## src/sv/dpl_pkg.sv

```systemverilog
// Shared types and constants for the dual-prefix trie LPM block.
// No dependencies; used by every other file of the block except dpl_if.
package dpl_pkg;

  localparam int V4_KEY = 32;
  localparam int V6_KEY = 128;
  localparam logic [5:0] V4_MAXLEN = 6'd32;
  localparam logic [7:0] V6_MAXLEN = 8'd128;

  localparam logic [1:0] ACT_INSERT = 2'd0;
  localparam logic [1:0] ACT_REMOVE = 2'd1;
  localparam logic [1:0] ACT_LOOK4  = 2'd2;
  localparam logic [1:0] ACT_LOOK6  = 2'd3;

  localparam logic [2:0] ST_OK       = 3'd0;
  localparam logic [2:0] ST_CONFLICT = 3'd1;
  localparam logic [2:0] ST_NOTFOUND = 3'd2;
  localparam logic [2:0] ST_FULL     = 3'd3;
  localparam logic [2:0] ST_BADARG   = 3'd4;

  typedef enum logic [1:0] {
    OP_CHECK,
    OP_PUT,
    OP_ERASE,
    OP_BEST
  } trie_op_t;

  typedef struct packed {
    logic     go;
    logic     load;
    trie_op_t op;
  } trie_cmd_t;

  typedef struct packed {
    logic busy;
    logic conflict;
    logic full;
    logic hit;
  } trie_sts_t;

endpackage

```

## src/sv/dpl_ctrl.sv

```systemverilog
// Request controller: decodes actions, sequences the two trie units, holds the response.
// Depends on dpl_pkg; instantiated by the top level.
module dpl_ctrl #(
  parameter int HB = 32
) (
  input  logic               clk,
  input  logic               rst_n,
  input  logic               in_valid,
  output logic               in_ready,
  input  logic [1:0]         action,
  input  logic [5:0]         len4,
  input  logic [7:0]         len6,
  input  logic               hzero,
  output dpl_pkg::trie_cmd_t cmd4,
  output dpl_pkg::trie_cmd_t cmd6,
  input  dpl_pkg::trie_sts_t sts4,
  input  dpl_pkg::trie_sts_t sts6,
  input  logic [HB-1:0]      hh4,
  input  logic [HB-1:0]      hh6,
  output logic               out_valid,
  input  logic               out_ready,
  output logic [2:0]         status,
  output logic               found,
  output logic [31:0]        match
);

  typedef enum logic [2:0] {
    C_IDLE, C_CHK, C_PUT, C_ERASE, C_LOOK, C_FIN
  } cst_t;

  cst_t        st_r, st_nxt;
  logic        lk6_r, lk6_nxt;
  logic        out_valid_r, out_valid_nxt;
  logic [2:0]  status_r, status_nxt, fs_r, fs_nxt;
  logic        found_r, found_nxt, ff_r, ff_nxt;
  logic [31:0] match_r, match_nxt, fm_r, fm_nxt;

  logic           acc, badlen, idle2;
  logic [HB-1:0]  hsel;
  logic [HB+31:0] hx;

  assign in_ready = st_r == C_IDLE;
  assign acc      = in_valid && in_ready;
  assign badlen   = (len4 > dpl_pkg::V4_MAXLEN) || (len6 > dpl_pkg::V6_MAXLEN);
  assign idle2    = !sts4.busy && !sts6.busy;
  assign hsel     = lk6_r ? hh6 : hh4;
  assign hx       = {32'd0, hsel};

  always_comb begin
    st_nxt = st_r; lk6_nxt = lk6_r;
    fs_nxt = fs_r; ff_nxt = ff_r; fm_nxt = fm_r;
    out_valid_nxt = out_valid_r && !out_ready;
    status_nxt = status_r; found_nxt = found_r; match_nxt = match_r;
    cmd4 = '{go: 1'b0, load: 1'b0, op: dpl_pkg::OP_CHECK};
    cmd6 = '{go: 1'b0, load: 1'b0, op: dpl_pkg::OP_CHECK};
    case (st_r)
      C_IDLE: begin
        if (acc) begin
          ff_nxt = 1'b0; fm_nxt = '0;
          case (action)
            dpl_pkg::ACT_INSERT: begin
              if (badlen || hzero) begin
                fs_nxt = dpl_pkg::ST_BADARG; st_nxt = C_FIN;
              end else begin
                cmd4 = '{go: 1'b1, load: 1'b1, op: dpl_pkg::OP_CHECK};
                cmd6 = '{go: 1'b1, load: 1'b1, op: dpl_pkg::OP_CHECK};
                st_nxt = C_CHK;
              end
            end
            dpl_pkg::ACT_REMOVE: begin
              if (badlen) begin
                fs_nxt = dpl_pkg::ST_BADARG; st_nxt = C_FIN;
              end else begin
                cmd4 = '{go: 1'b1, load: 1'b1, op: dpl_pkg::OP_ERASE};
                cmd6 = '{go: 1'b1, load: 1'b1, op: dpl_pkg::OP_ERASE};
                st_nxt = C_ERASE;
              end
            end
            dpl_pkg::ACT_LOOK4: begin
              cmd4 = '{go: 1'b1, load: 1'b1, op: dpl_pkg::OP_BEST};
              lk6_nxt = 1'b0; st_nxt = C_LOOK;
            end
            default: begin
              cmd6 = '{go: 1'b1, load: 1'b1, op: dpl_pkg::OP_BEST};
              lk6_nxt = 1'b1; st_nxt = C_LOOK;
            end
          endcase
        end
      end
      C_CHK: begin
        if (idle2) begin
          st_nxt = C_FIN;
          if (sts4.conflict) fs_nxt = dpl_pkg::ST_CONFLICT;
          else if (sts4.full) fs_nxt = dpl_pkg::ST_FULL;
          else if (sts6.conflict) fs_nxt = dpl_pkg::ST_CONFLICT;
          else if (sts6.full) fs_nxt = dpl_pkg::ST_FULL;
          else begin
            cmd4 = '{go: 1'b1, load: 1'b0, op: dpl_pkg::OP_PUT};
            cmd6 = '{go: 1'b1, load: 1'b0, op: dpl_pkg::OP_PUT};
            st_nxt = C_PUT;
          end
        end
      end
      C_PUT: begin
        if (idle2) begin
          fs_nxt = dpl_pkg::ST_OK; st_nxt = C_FIN;
        end
      end
      C_ERASE: begin
        if (idle2) begin
          ff_nxt = sts4.hit || sts6.hit;
          fs_nxt = (sts4.hit || sts6.hit) ? dpl_pkg::ST_OK : dpl_pkg::ST_NOTFOUND;
          st_nxt = C_FIN;
        end
      end
      C_LOOK: begin
        if (idle2) begin
          ff_nxt = hsel != '0;
          fm_nxt = hx[31:0];
          fs_nxt = (hsel != '0) ? dpl_pkg::ST_OK : dpl_pkg::ST_NOTFOUND;
          st_nxt = C_FIN;
        end
      end
      C_FIN: begin
        if (!out_valid_r || out_ready) begin
          out_valid_nxt = 1'b1;
          status_nxt = fs_r; found_nxt = ff_r; match_nxt = fm_r;
          st_nxt = C_IDLE;
        end
      end
      default: st_nxt = C_IDLE;
    endcase
  end

  always_ff @(posedge clk) begin
    if (!rst_n) begin
      st_r        <= C_IDLE;
      out_valid_r <= 1'b0;
    end else begin
      st_r        <= st_nxt;
      out_valid_r <= out_valid_nxt;
    end
    lk6_r <= lk6_nxt; fs_r <= fs_nxt; ff_r <= ff_nxt; fm_r <= fm_nxt;
    status_r <= status_nxt; found_r <= found_nxt; match_r <= match_nxt;
  end

  assign out_valid = out_valid_r;
  assign status    = status_r;
  assign found     = found_r;
  assign match     = match_r;

endmodule

```

## config.mk

```make
export PLATFORM = sky130hd
export DESIGN_NAME = dpl_ctrl
export DESIGN_NICKNAME = d
export VERILOG_FILES = /design/src/sv/dpl_pkg.sv /design/src/sv/dpl_ctrl.sv
export SDC_FILE = /design/constraint.sdc
export NUM_CORES = 1
export LEC_CHECK = 0
export BUFFER_PORTS_ARGS = -buffer_cell sky130_fd_sc_hd__buf_2
export CORE_UTILIZATION = 48
export DETAILED_ROUTE_END_ITERATION = 12
export PLACE_DENSITY = 0.8
export SLEW_MARGIN = 20
export SYNTH_ARGS = -nofsm -noshare
export SYNTH_HDL_FRONTEND = slang
export SYNTH_SLANG_ARGS = --single-unit
```

## constraint.sdc

```tcl
create_clock -name clk -period 3.7 [get_ports clk]
set_input_delay 0.37 -clock clk [delete_from_list [all_inputs] [get_ports clk]]
set_output_delay 0.37 -clock clk [all_outputs]
set_load 0.01 [all_outputs]
```

Yosys cells after proc, flatten, opt, wreduce, memory -nomap -nowiden
Cells that the tools add are included.
- input port bits: 93
- register bits: 77
- output and inout port bits: 46
- word-level logic and storage cells: 106
- muxes and demuxes: 51
- bitwise operators: 1
- eq/ne operators: 18
- reductions and logical operators: 25
- magnitude comparators: 2
- operators with widths (cell ; count):
    $mux W32 ; 3
    $pmux W32 S2 ; 1
    $mux W3 ; 21
    $mux W4 ; 9
    $reduce_bool A32 Y1 ; 1
    $pmux W4 S3 ; 2
    $pmux W4 S2 ; 2
    $pmux W3 S5 ; 1
    $pmux W3 S2 ; 2
    $pmux W3 S4 ; 1
    $ne A2 B2 Y1 const B ; 5
    $reduce_and A10 Y1 ; 1
    $gt A8 B8 Y1 const B ; 1
    $reduce_and A4 Y1 ; 2
    $eq A3 B2 Y1 const B ; 2
    $eq A3 B3 Y1 const B ; 2
    $gt A6 B6 Y1 const B ; 1
    $ne A3 B3 Y1 const B ; 2
    $reduce_and A3 Y1 ; 2
    $mux W1 ; 5
    $ne A5 B5 Y1 const B ; 1
    $reduce_bool A5 Y1 ; 1
    $logic_not A1 Y1 ; 4
    $logic_or A1 B1 Y1 ; 4
    other kinds (17) ; 21

Depth between registers and ports, before layout
Gate-level depths: netlist (run 1).
- depth in word-level cells: 7
- mapped depth: 6
- mapped depth without buffers: 5

Worst setup path before layout (run 1)
OpenSTA, ideal clock, no wires.
- path kind: register to register
- start point: register st_r[1]
- end point: register found_r (netlist: found), enable pin
- path buffers: 1
- library setup time: 429 ps
- arrival time: 2208 ps
- required time: 3271 ps
- slack: 1063 ps
- cell stages (with the launch flop): 4
- clock period less this slack: 2637 ps
- path through: dfxtp_1 -> clkbuf_1 -> nand2b_1 -> nor2_1
- longest elaborated chain between the ends: 2
- ends and longest elaborated chain (what ; line ; text):
    start, declared ; dpl_ctrl.sv:31 ; cst_t st_r, st_nxt;
    start signal, assigned ; dpl_ctrl.sv:140 ; st_r <= st_nxt;
    $eq A3 B3 Y1 ; dpl_ctrl.sv:56 ; case (st_r)
    $reduce_and A2 Y1 (no line) ; - ;
    end signal, assigned ; dpl_ctrl.sv:144 ; status_r <= status_nxt; found_r <= found_nxt; match_r <= match_nxt;
    end, declared ; dpl_ctrl.sv:35 ; logic found_r, found_nxt, ff_r, ff_nxt;
Every way passes these cells.
A chain may end at the register's enable or synchronous reset.

==> summary.md, run 1 <==
• **Adder-Cell Fraction of Synth Area** 0%
• **parity-gate share of the synthesized area counting xor and xnor cells** 0%
• **overall fraction of global-route tracks in use** 21.6%
• **maximum number of pins on one net before global-route repair** 37
• **peak fanout along the critical path** 10
• **Die Width** 85.1 um
• **pre-CTS worst setup slack** 1.30 ns
• **placer's final routability congestion estimate** 0.916
• **via count of the first global-routing pass** 2,591
• **Worst slew margin** 33.2%
• **result of the run** finished clean
• **Antenna Nets Post-Route** 0
• **post-route clock skew** 0.00386 ns
• **H-tree levels** 3
• **hold violation count in the final report** 0
• **Worst Setup Slack, final** 1.19 ns
• **clock tree from TritonCTS** done
• **kind of start point of the critical path** flop
• **Static Leakage** 1.82 nW
• **sum of overflow across all layers after global routing** 0
• **Data arrival, critical path** 2.14 ns
• **global-route wire length before repair** 11.8 mm
• **starting utilization of the core area** 51.1%
• **post-CTS clock slew at the launch and capture registers of the worst setup and hold paths** 0.08 ns
• **cell area after placement** 4100 um2
• **floorplan core area** 6490 um2
• **post-CTS repair timing setup buffer count** 0
• **share of cell area taken by muxes after synthesis** 9.95%
• **full die area** 7250 um2
• **Pwr per Cell Area** 488 nW/um2
• **transition time at the pin with the least slew margin** 1.00 ns
• **layout cell share with drive strength beyond 1** 41.9%
• **post-synthesis cell type with the largest combined area** edfxtp_1
• **final setup fails** 0
• **Routed Wire Length** 7.45 mm
• **CP required** 3.33 ns
• **DRC marker count from the first detailed-route iteration** 92
• **Primary FF master, synth** edfxtp_1
• **number of nets in the layout** 482
• **root cell of the clock tree** clkbuf_8
• **post-synthesis cell area** 3320 um2
• **number of max-slew violations in the final report** 0
• **drc violations** 0
• **sequential element share of the synthesized area** 68.5%
• **detailed-router iteration count before antenna repair** 5
• **relative area change from synthesis to final layout** 28.8%
• **setup repair after global routing missed its margin** no
• **drt wl/cell** 15.8 um
• **clock insertion delay at the later pin of the skew report** 0.34 ns
• **Max-cap violations** 0
• **worst vdd ir** 244 uV
• **initial antenna violation count** 0
• **largest family of logic cells by synthesized area** simple AND/OR/NAND/NOR gates
• **Yosys reg bits** 77
• **fraction of post-synthesis cell area in the top cell type by area** 66.1%
• **synthesis warning total** 0
• **number of primary I/O pins** 139
• **number of vias per cell after detailed routing** 5.39
• **# clock sinks** 77
• **net count after synthesis** 340
• **endpoint kind of the worst setup timing path** output port
• **basic-gate share of the synthesized area counting and, or, nand and nor cells** 14.2%
• **time the worst path needs with I/O delays and setup** 2.51 ns
• **number of synthesized flops with an enable pin** 73
• **leading post-synthesis cells by cell area** edfxtp_1, mux2i_1, nor2_1
• **Distinct cells, synth** 38
• **num rows** 29
• **total number of vias** 2,537
• **proportion of register bits with asynchronous set or reset after synthesis** 0%
• **average size of a mapped cell** 13.4 um2
• **# resized after CTS** 0
• **HPWL after DPL** 5.75 mm
• **y dimension of the die** 85.1 um
• **final instance area** 4270 um2
• **number of antenna repair diodes** 0
• **number of CTS-inserted buffers** 9
• **Longest Clk Path Bufs** 2
• **Final Cycle Share** 67.9%
• **count of buffers inserted at the top-level ports** 138
• **worst hold path type** input port to flop
• **hold_buf cts** 0
• **kind of critical path** flop to output port
• **achievable frequency** 398 MHz
• **Synth Instances** 247
• **area fraction in compound gates after synthesis** 5.62%
• **aggregate negative setup slack** 0 ns
-- cells in the final DEF (no fill, tap or decap), types with 2 or more instances in the layout --
cell type / n
o21ai_0: 6
edfxtp_1: 73
clkbuf_8: 9
nand2b_1: 4
nand2_1: 11
inv_1: 5
o22ai_1: 3
clkinv_4: 2
a21oi_1: 10
dfxtp_1: 4
or4_1: 2
nor4_1: 13
clkinvlp_4: 2
buf_2: 138
nand4_1: 4
nor3_1: 4
nor2b_1: 2
buf_4: 3
a31oi_1: 2
nor2_1: 40
clkinv_2: 2
mux2i_1: 33
-- registers in the layout (all words and copies together), names as in the netlist --
| register | count |
|---|---|
| out_valid | 1 |
| fm_r | 32 |
| found | 1 |
| lk6_r | 1 |
| match | 32 |
| ff_r | 1 |
| status | 3 |
| st_r | 3 |
| fs_r | 3 |
-- cells in the mapped netlist (3+ instances only) --
| cell | number |
|---|---|
| nand2b_1 | 4 |
| clkbuf_1 | 4 |
| o21ai_0 | 6 |
| nand2_1 | 12 |
| nand4_1 | 4 |
| nor3_1 | 4 |
| inv_1 | 5 |
| mux2i_1 | 33 |
| o22ai_1 | 3 |
| nor2_1 | 41 |
| a21oi_1 | 10 |
| nor4_1 | 13 |
| buf_1 | 5 |
| dfxtp_1 | 4 |
| edfxtp_1 | 73 |
-- metrics by stage --
step | power [mW] | std cells | hold slack [ns] | utilization [%]
CTS | 2.10 | 471 | 0.279 | 65.8
detailed placement | 1.56 | 455 | 0.405 | 63.1
floorplan | 1.40 | 247 | 0.400 | -
global placement | 1.54 | 455 | 0.401 | 63.1
global route | 2.18 | 471 | 0.299 | 65.8
finish | 2.09 | 471 | 0.301 | 65.8
-- power by group --
group | internal [mW] | leakage (nW) | switching, mW | total [mW]
logic | 0.136 | 1.01 | 0.227 | 0.363
registers | 1.13 | 0.724 | 0.0421 | 1.18
clock network | 0.245 | 0.0856 | 0.304 | 0.549
total | 1.51 | 1.82 | 0.573 | 2.09
-- path summary, 6_finish.rpt --
check | startpoint | end | slack (ns) | cells after the start
min reg2reg | fm_r[14] | match[14] | 0.42 | 0
min | rst_n | st_r[1] | 0.30 | 3
max reg2reg | lk6_r | ff_r | 1.57 | 5
max | st_r[0] | cmd6[3] | 1.19 | 5
-- area by class of cell --
cell class | count | area [um2]
repair buffers | 141 | 713
flip-flops and latches | 77 | 2270
multi-input cells | 155 | 998
fillers | 504 | 2220
clock buffers | 9 | 124
inverters | 5 | 18.8
well taps | 77 | 96.3
clock inverters | 7 | 51.3
-- kinds of logic (layout without fill, tap and decap cells) --
group | count (synthesis) | after routing
simple gates | 93 | 93
flops | 77 | 77
mux | 33 | 33
compound gates | 29 | 29
buf+inv | 15 | 162
-- routing by layer --
layer	GRT usage [%]	vias up	part of all wire, %
met4	8.47	0	1.5
met2	39.2	111	51
met5	0	-	0
li1	-	1232	-
met3	6.23	10	8.5
met1	23.7	1184	39
-- critical path: stages, from the launching register on --
cell,delay [ns]
dfxtp_1,0.52
nand2b_1,0.20
or4b_4,0.58
and2_4,0.18
a31oi_1,0.16
buf_2,0.16
(Power assumes the default switching activity.)
==> inputs of run 2 (changes only) <==
--- a/config.mk
+++ b/config.mk
@@ -5,8 +5,9 @@
 export SDC_FILE = /design/constraint.sdc
 export NUM_CORES = 1
 export LEC_CHECK = 0
+export ABC_AREA = 1
 export BUFFER_PORTS_ARGS = -buffer_cell sky130_fd_sc_hd__buf_2
-export CORE_UTILIZATION = 48
+export CORE_UTILIZATION = 49
 export DETAILED_ROUTE_END_ITERATION = 12
 export PLACE_DENSITY = 0.8
 export SLEW_MARGIN = 20
==> constraint.sdc (replaced) <==
create_clock -name clk -period 2.6 [get_ports clk]
set_input_delay 0.26 -clock clk [delete_from_list [all_inputs] [get_ports clk]]
set_output_delay 0.26 -clock clk [all_outputs]
set_load 0.01 [all_outputs]
==> run 2 against run 1 <==
Via count up 12%. Final cell count up 27%. Clock skew up 0.0059 ns. Setup slack worse by 0.70 ns. Synthesized area up 6.3%. Critical path depth up 5. Clock power up 53%. Flip-flop and latch count unchanged. First-iteration DRC count up 24%. Wire length up 3.5%. Die area up 4.0%. Largest cell class unchanged.
==> summary.md, run 2 <==
• **sequential element share of the synthesized area** 64.4%, was 68.5%
• **worst hold path type** input port to flop, unchanged
• **fraction of post-synthesis cell area in the top cell type by area** 62.1%, was 66.1%
• **relative area change from synthesis to final layout** 27.3%, was 28.8%
• **peak fanout along the critical path** 6, was 10
• **achievable frequency** 473 MHz
• **core occupancy in the finished layout** 65.4%, was 65.8%
• **number of primary I/O pins** 139, unchanged
• **met3 global-route usage** 4.38%, was 6.23%
• **instance count after placement with tap cells included** 581, was 455
• **Worst Setup Slack, final** 0.487 ns, was 1.19 ns
• **proportion of register bits with asynchronous set or reset after synthesis** 0%, unchanged
• **y dimension of the die** 86.8 um, was 85.1 um
• **buffering stage count on the worst path with inverters included** 4, was 1
• **kind of start point of the critical path** flop, unchanged
• **leading post-synthesis cells by cell area** edfxtp_1, nand2_1, nor2_1, was edfxtp_1, mux2i_1, nor2_1
• **Distinct cells, synth** 26, was 38
• **most numerous cell types in the synthesized netlist** edfxtp_1, nand2_1, nor2_1, was edfxtp_1, nor2_1, mux2i_1
• **initial antenna violation count** 0, unchanged
• **clock insertion delay at the later pin of the skew report** 0.34 ns, about the same
• **cell with the most instances after synthesis** edfxtp_1, unchanged
• **time the worst path needs with I/O delays and setup** 2.11 ns
• **sum of overflow across all layers after global routing** 0, unchanged
• **via count of the first global-routing pass** 2,679, was 2,591
• **internal power of the cells** 2.59 mW, was 1.51 mW
• **leading cell type in the layout, fill and taps excluded** buf_2, unchanged
• **total number of vias** 2,850, was 2,537
• **Die Width** 86.8 um, was 85.1 um
• **highest-count cells in the layout ignoring fill and taps** buf_2, edfxtp_1, nand2_1, was buf_2, edfxtp_1, nor2_1
• **# resized after CTS** 0, unchanged
• **P_sw** 1.15 mW, was 0.573 mW
• **global-route wire length before repair** 11.6 mm, was 11.8 mm
• **kind of critical path** flop to output port, unchanged
• **Non-Filler Instances** 597, was 471
• **num rows** 30, was 29
• **post-CTS repair timing setup buffer count** 0, unchanged
• **pre-CTS worst setup slack** 0.653 ns, was 1.30 ns
• **post-CTS clock slew at the launch and capture registers of the worst setup and hold paths** 0.07 ns, was 0.08 ns
• **worst vdd ir** 412 uV, was 244 uV
• **root cell of the clock tree** clkbuf_8, unchanged
• **post-route clock skew** 0.00977 ns, was 0.00386 ns
• **Synth Instances** 355, was 247
• **number of max-slew violations in the final report** 0, unchanged
• **layout cell share with drive strength beyond 1** 34.3%, was 41.9%
• **H-tree levels** 3, unchanged
• **Max-cap violations** 0, unchanged
• **Final Cycle Share** 81.3%
• **overall fraction of global-route tracks in use** 20.9%, was 21.6%
• **number of antenna repair diodes** 0, unchanged
• **DRC marker count from the first detailed-route iteration** 114, was 92
• **Pwr per Cell Area** 833 nW/um2, was 488 nW/um2
• **CP required** 2.34 ns, was 3.33 ns
• **transition time at the pin with the least slew margin** 0.487 ns, was 1.00 ns
• **drc violations** 0, unchanged
• **post-synthesis cell type with the largest combined area** edfxtp_1, unchanged
• **hold_buf cts** 0, unchanged
• **Data arrival, critical path** 1.85 ns, was 2.14 ns
• **relative contribution of sequential cells to total power** 52.0%, was 56.3%
• **maximum number of pins on one net before global-route repair** 57, was 37
• **full die area** 7540 um2, was 7250 um2
• **Longest Clk Path Bufs** 2, unchanged
• **clock power share** 22.5%, was 26.3%
• **family with the most delay on the worst path** simple AND/OR/NAND/NOR gates, unchanged
• **placer's final routability congestion estimate** 0.826, was 0.916
• **Worst Min Path Start** rst_n, unchanged
• **starting utilization of the core area** 51.3%, was 51.1%
• **count of buffers inserted at the top-level ports** 138, unchanged
• **number of CTS-inserted buffers** 9, unchanged
• **total chip power** 3.74 mW, was 2.09 mW
• **Static Leakage** 2.13 nW, was 1.82 nW
• **endpoint kind of the worst setup timing path** output port, unchanged
• **number of nets in the layout** 589, was 482
• **average size of a mapped cell** 9.94 um2, was 13.4 um2
• **# clock sinks** 77, unchanged
• **net count after synthesis** 448, was 340
• **final instance area** 4490 um2, was 4270 um2
• **grt met2 use** 40.1%, was 39.2%
• **result of the run** finished clean, unchanged
• **drt wl/cell** 12.9 um, was 15.8 um
• **hold violation count in the final report** 0, unchanged
• **worst hold slack across all endpoints** 0.195 ns, was 0.301 ns
• **Yosys reg bits** 77, unchanged
• **largest incremental delay on the critical path** 0.33 ns, was 0.58 ns
• **grt peak-use layer** met2, unchanged
• **clock tree from TritonCTS** done, unchanged
• **switching part of the total** 30.8%, was 27.5%
• **number of synthesized flops with an enable pin** 73, unchanged
• **chain of cells forming the critical path** inv_2 -> nand2_2 -> nor2_4 -> inv_2 -> nor2_1 -> inv_2 -> nor2_2 -> nand2_1 -> nand3_1 -> buf_2, was nand2b_1 -> or4b_4 -> and2_4 -> a31oi_1 -> buf_2
• **number of vias per cell after detailed routing** 4.77, was 5.39
• **detailed-router iteration count before antenna repair** 4, was 5
• **fill cell total of the finished layout** 557, was 504
• **aggregate negative setup slack** 0 ns, unchanged
• **Routed Wire Length** 7.71 mm, was 7.45 mm
• **synthesis warning total** 0, unchanged
• **met1 Usage GRT** 21.8%, was 23.7%
• **Primary FF master, synth** edfxtp_1, unchanged
• **final setup fails** 0, unchanged
• **Comb pwr share** 25.5%, was 17.4%
• **setup repair after global routing missed its margin** no, unchanged
• **Worst slew margin** 67.4%, was 33.2%
• **post-synthesis cell area** 3530 um2, was 3320 um2
• **HPWL after DPL** 5.86 mm, was 5.75 mm
• **Reg2Reg Launch Point** st_r[0], was lk6_r
• **Critical Path Most Common Cell** inv_2
• **cell area after placement** 4310 um2, was 4100 um2
• **Critical-path top delay cell** dfxtp_1, was or4b_4
• **Antenna Nets Post-Route** 0, unchanged
• **crit path from** st_r[1], was st_r[0]
• **floorplan core area** 6870 um2, was 6490 um2
==> run 2: power groups by stage <==
stage               registers, mW  clock network [mW]  logic, mW
CTS                          1.95               0.852      0.953
detailed placement           1.97                   0      0.947
global route                 1.97               0.897       1.05
floorplan                    1.96                   0      0.627
global placement             1.95                   0      0.914
finish                       1.94               0.842      0.954
==> run 2: cell families after synthesis <==
logic type	count (synthesis)	synth area share (%)
AOI/OAI and AO/OA	50	7.88
DFF	77	64.4
buffers and inverters	71	9.26
and+or+nand+nor	157	18.4
==> run 2: layout make-up <==
cell class	instances	area, um2	area share, %
Multi-Input combinational cell	207	951	21.2
Clock buffer	11	131	2.93
Sequential cell	77	2270	50.6
Timing Repair Buffer	141	738	16.4
Tap cell	96	120	2.68
Clock inverter	5	51.3	1.14
Inverter	60	225	5.02
==> run 2: worst paths after layout <==
kind / slack [ns] / end / cells past startpoint
max: 0.49 / cmd6[3] / 10
min: 0.20 / st_r[2] / 3
max reg2reg: 0.60 / fs_r[2] / 8
min reg2reg: 0.42 / match[0] / 0
==> run 2: tightest hold or removal path, cell delays in order <==
cell	delay, ns
buf_2	0.07
inv_1	0.06
a21oi_1	0.10
==> run 2: routing by layer <==
layer  up-vias  routed length, um
li1       1434                  -
met1      1280               2910
met2       126               4200
met3        10                482
met4         0                113
met5         -                  0
==> inputs of run 3 (changes only) <==
--- a/config.mk
+++ b/config.mk
@@ -5,11 +5,11 @@
 export SDC_FILE = /design/constraint.sdc
 export NUM_CORES = 1
 export LEC_CHECK = 0
-export ABC_AREA = 1
+export ABC_AREA = 0
 export BUFFER_PORTS_ARGS = -buffer_cell sky130_fd_sc_hd__buf_2
-export CORE_UTILIZATION = 49
+export CORE_UTILIZATION = 43
 export DETAILED_ROUTE_END_ITERATION = 12
-export PLACE_DENSITY = 0.8
+export PLACE_DENSITY = 0.76
 export SLEW_MARGIN = 20
 export SYNTH_ARGS = -nofsm -noshare
 export SYNTH_HDL_FRONTEND = slang
==> constraint.sdc (replaced) <==
create_clock -name clk -period 1.8 [get_ports clk]
set_input_delay 0.18 -clock clk [delete_from_list [all_inputs] [get_ports clk]]
set_output_delay 0.18 -clock clk [all_outputs]
set_load 0.01 [all_outputs]
==> run 3 against run 2 <==
Via count fell by 8.3%. Critical path type is now input port to output port. The run now ends with setup timing left. Die area is 7.0% higher. Combinational power down 0.4%.
==> summary.md, run 3 (synthesized netlist as in run 1, its figures left out) <==
• **result of the run** finished, violations left, was finished clean
• **violated checks** setup timing
• **pre-CTS worst setup slack** -0.221 ns, was 0.653 ns
• **sum of overflow across all layers after global routing** 0, unchanged
• **global-route wire length before repair** 12.4 mm, was 11.6 mm
• **Highest Signal Layer** met4, unchanged
• **time the worst path needs with I/O delays and setup** 2.02 ns
• **leading cell type in the layout, fill and taps excluded** buf_2, unchanged
• **full die area** 8070 um2, was 7540 um2
• **detailed-router iteration count before antenna repair** 4, unchanged
• **Worst Setup Slack, final** -0.223 ns, was 0.487 ns
• **Data arrival, critical path** 1.84 ns, was 1.85 ns
• **Routed Wire Length** 7.79 mm, was 7.71 mm
• **placer's final routability congestion estimate** 0.868, was 0.826
• **starting utilization of the core area** 45.0%, was 51.3%
• **number of primary I/O pins** 139, unchanged
• **instance count after placement with tap cells included** 494, was 581
• **peak fanout along the critical path** 3, was 6
• **relative area change from synthesis to final layout** 41.9%, was 27.3%
• **endpoint kind of the worst setup timing path** output port, unchanged
• **worst hold path type** input port to flop, unchanged
• **layout cell share with drive strength beyond 1** 50.1%, was 34.3%
• **post-route clock skew** 0.0157 ns, was 0.00977 ns
• **num rows** 31, was 30
• **total number of vias** 2,613, was 2,850
• **Non-Filler Instances** 516, was 597
• **final instance area** 4710 um2, was 4490 um2
• **clock tree from TritonCTS** done, unchanged
• **drc violations** 0, unchanged
• **Antenna Nets Post-Route** 0, unchanged
• **via count of the first global-routing pass** 2,608, was 2,679
• **number of nets in the layout** 505, was 589
• **clock insertion delay at the later pin of the skew report** 0.35 ns, was 0.34 ns
• **metal3 WL** 390 um, was 482 um
• **hold violation count in the final report** 0, unchanged
• **kind of start point of the critical path** input port, was flop
• **aggregate negative setup slack** -0.971 ns, was 0 ns
• **# clock sinks** 77, unchanged
• **Final Cycle Share** 112%
• **Worst slew margin** 68.0%, was 67.4%
• **final setup fails** 8, was 0
• **maximum number of pins on one net before global-route repair** 33, was 57
• **Pwr per Cell Area** 1040 nW/um2, was 833 nW/um2
• **CP required** 1.62 ns, was 2.34 ns
• **setup repair after global routing missed its margin** yes, was no
• **achievable frequency** 494 MHz
• **initial antenna violation count** 0, unchanged
• **DRC marker count from the first detailed-route iteration** 96, was 114
• **post-CTS clock slew at the launch and capture registers of the worst setup and hold paths** 0.08 ns, was 0.07 ns
• **met2 routed WL** 3.89 mm, was 4.20 mm
• **drt wl/cell** 15.1 um, was 12.9 um
• **number of vias per cell after detailed routing** 5.06, was 4.77
• **H-tree levels** 3, unchanged
• **number of antenna repair diodes** 0, unchanged
• **Static Leakage** 1.99 nW, was 2.13 nW
• **overall fraction of global-route tracks in use** 20.0%, was 20.9%
• **Max-cap violations** 0, unchanged
• **kind of critical path** input port to output port, was flop to output port
• **root cell of the clock tree** clkbuf_8, unchanged
• **core occupancy in the finished layout** 63.9%, was 65.4%
• **HPWL after DPL** 5.80 mm, was 5.86 mm
• **detailed-routing wirelength on met1** 3.33 mm, was 2.91 mm
• **total area of multi-input combinational cells** 1100 um2, was 951 um2
• **y dimension of the die** 89.8 um, was 86.8 um
• **FF+latch area** 2280 um2, was 2270 um2
• **cell area after placement** 4290 um2, was 4310 um2
• **number of CTS-inserted buffers** 9, unchanged
• **number of max-slew violations in the final report** 0, unchanged
• **fill cell total of the finished layout** 604, was 557
• **transition time at the pin with the least slew margin** 0.476 ns, was 0.487 ns
• **floorplan core area** 7370 um2, was 6870 um2
• **Die Width** 89.8 um, was 86.8 um
• **Longest Clk Path Bufs** 2, unchanged
• **worst vdd ir** 467 uV, was 412 uV
• **highest-count cells in the layout ignoring fill and taps** buf_2, edfxtp_1, nor2_1, was buf_2, edfxtp_1, nand2_1
• **count of buffers inserted at the top-level ports** 138, unchanged
run 3: cell types whose count changed in the layout (fill, tap and decap cells not counted), sizes merged, moves of 7 or more:
cell,change
nand3,-7
o21ai,-21
nand2,-60
buf,+23
mux2i,+33
nor2,-24
a21oi,-8
nor4,+13
inv,-55
run 3: routing by layer:
metal,up-vias,global-route usage (%)
li1,1279,-
met1,1214,24.9
met2,107,33.9
met3,13,3.47
met4,0,9.70
met5,-,0
run 3: worst max-delay path, cell delays in order:
cell,delay [ns]
buf_6,0.09
or4_4,0.53
or4b_4,0.56
buf_4,0.17
a31oi_1,0.17
buf_2,0.15
run 3: metrics by stage:
| step | hold slack (ns) | total power [mW] |
|---|---|---|
| 2_1_floorplan | 0.320 | 2.91 |
| 3_3_place_gp | 0.400 | 3.28 |
| 3_5_place_dp | 0.405 | 3.31 |
| 4_1_cts | 0.0782 | 4.91 |
| 5_1_grt | 0.0835 | 5.13 |
| 6_report | 0.0950 | 4.91 |
run 3: area by class of cell:
class	count	area share [%]
clock buffers	9	2.63
clock inverters	7	2.58
inverters	5	0.478
multi-input cells	155	23.4
flip-flops and latches	77	48.4
well taps	99	2.63
repair buffers	164	19.9
run 3: worst paths after layout:
| check | start | end | slack [ns] | cells after the start |
|---|---|---|---|---|
| max | sts6[1] | cmd4[3] | -0.22 | 6 |
| min | rst_n | st_r[1] | 0.09 | 3 |
| max reg2reg | st_r[2] | fm_r[10] | 0.07 | 7 |
| min reg2reg | fm_r[21] | match[21] | 0.41 | 0 |
run 3: timing repair:
item / in CTS / in global routing
hold buffers: 0 / 0
pin swaps: 7 / 10
buffers inserted: 3 / 4
resized for setup: 16 / 12
endpoints found under the setup margin: 9 / 13
run 3: power breakdown:
part	leakage (nW)	switching, mW	internal, mW	total [mW]
Clock	0.124	0.626	0.927	1.55
Sequential	0.725	0.0700	2.33	2.40
Combinational	1.14	0.529	0.421	0.950
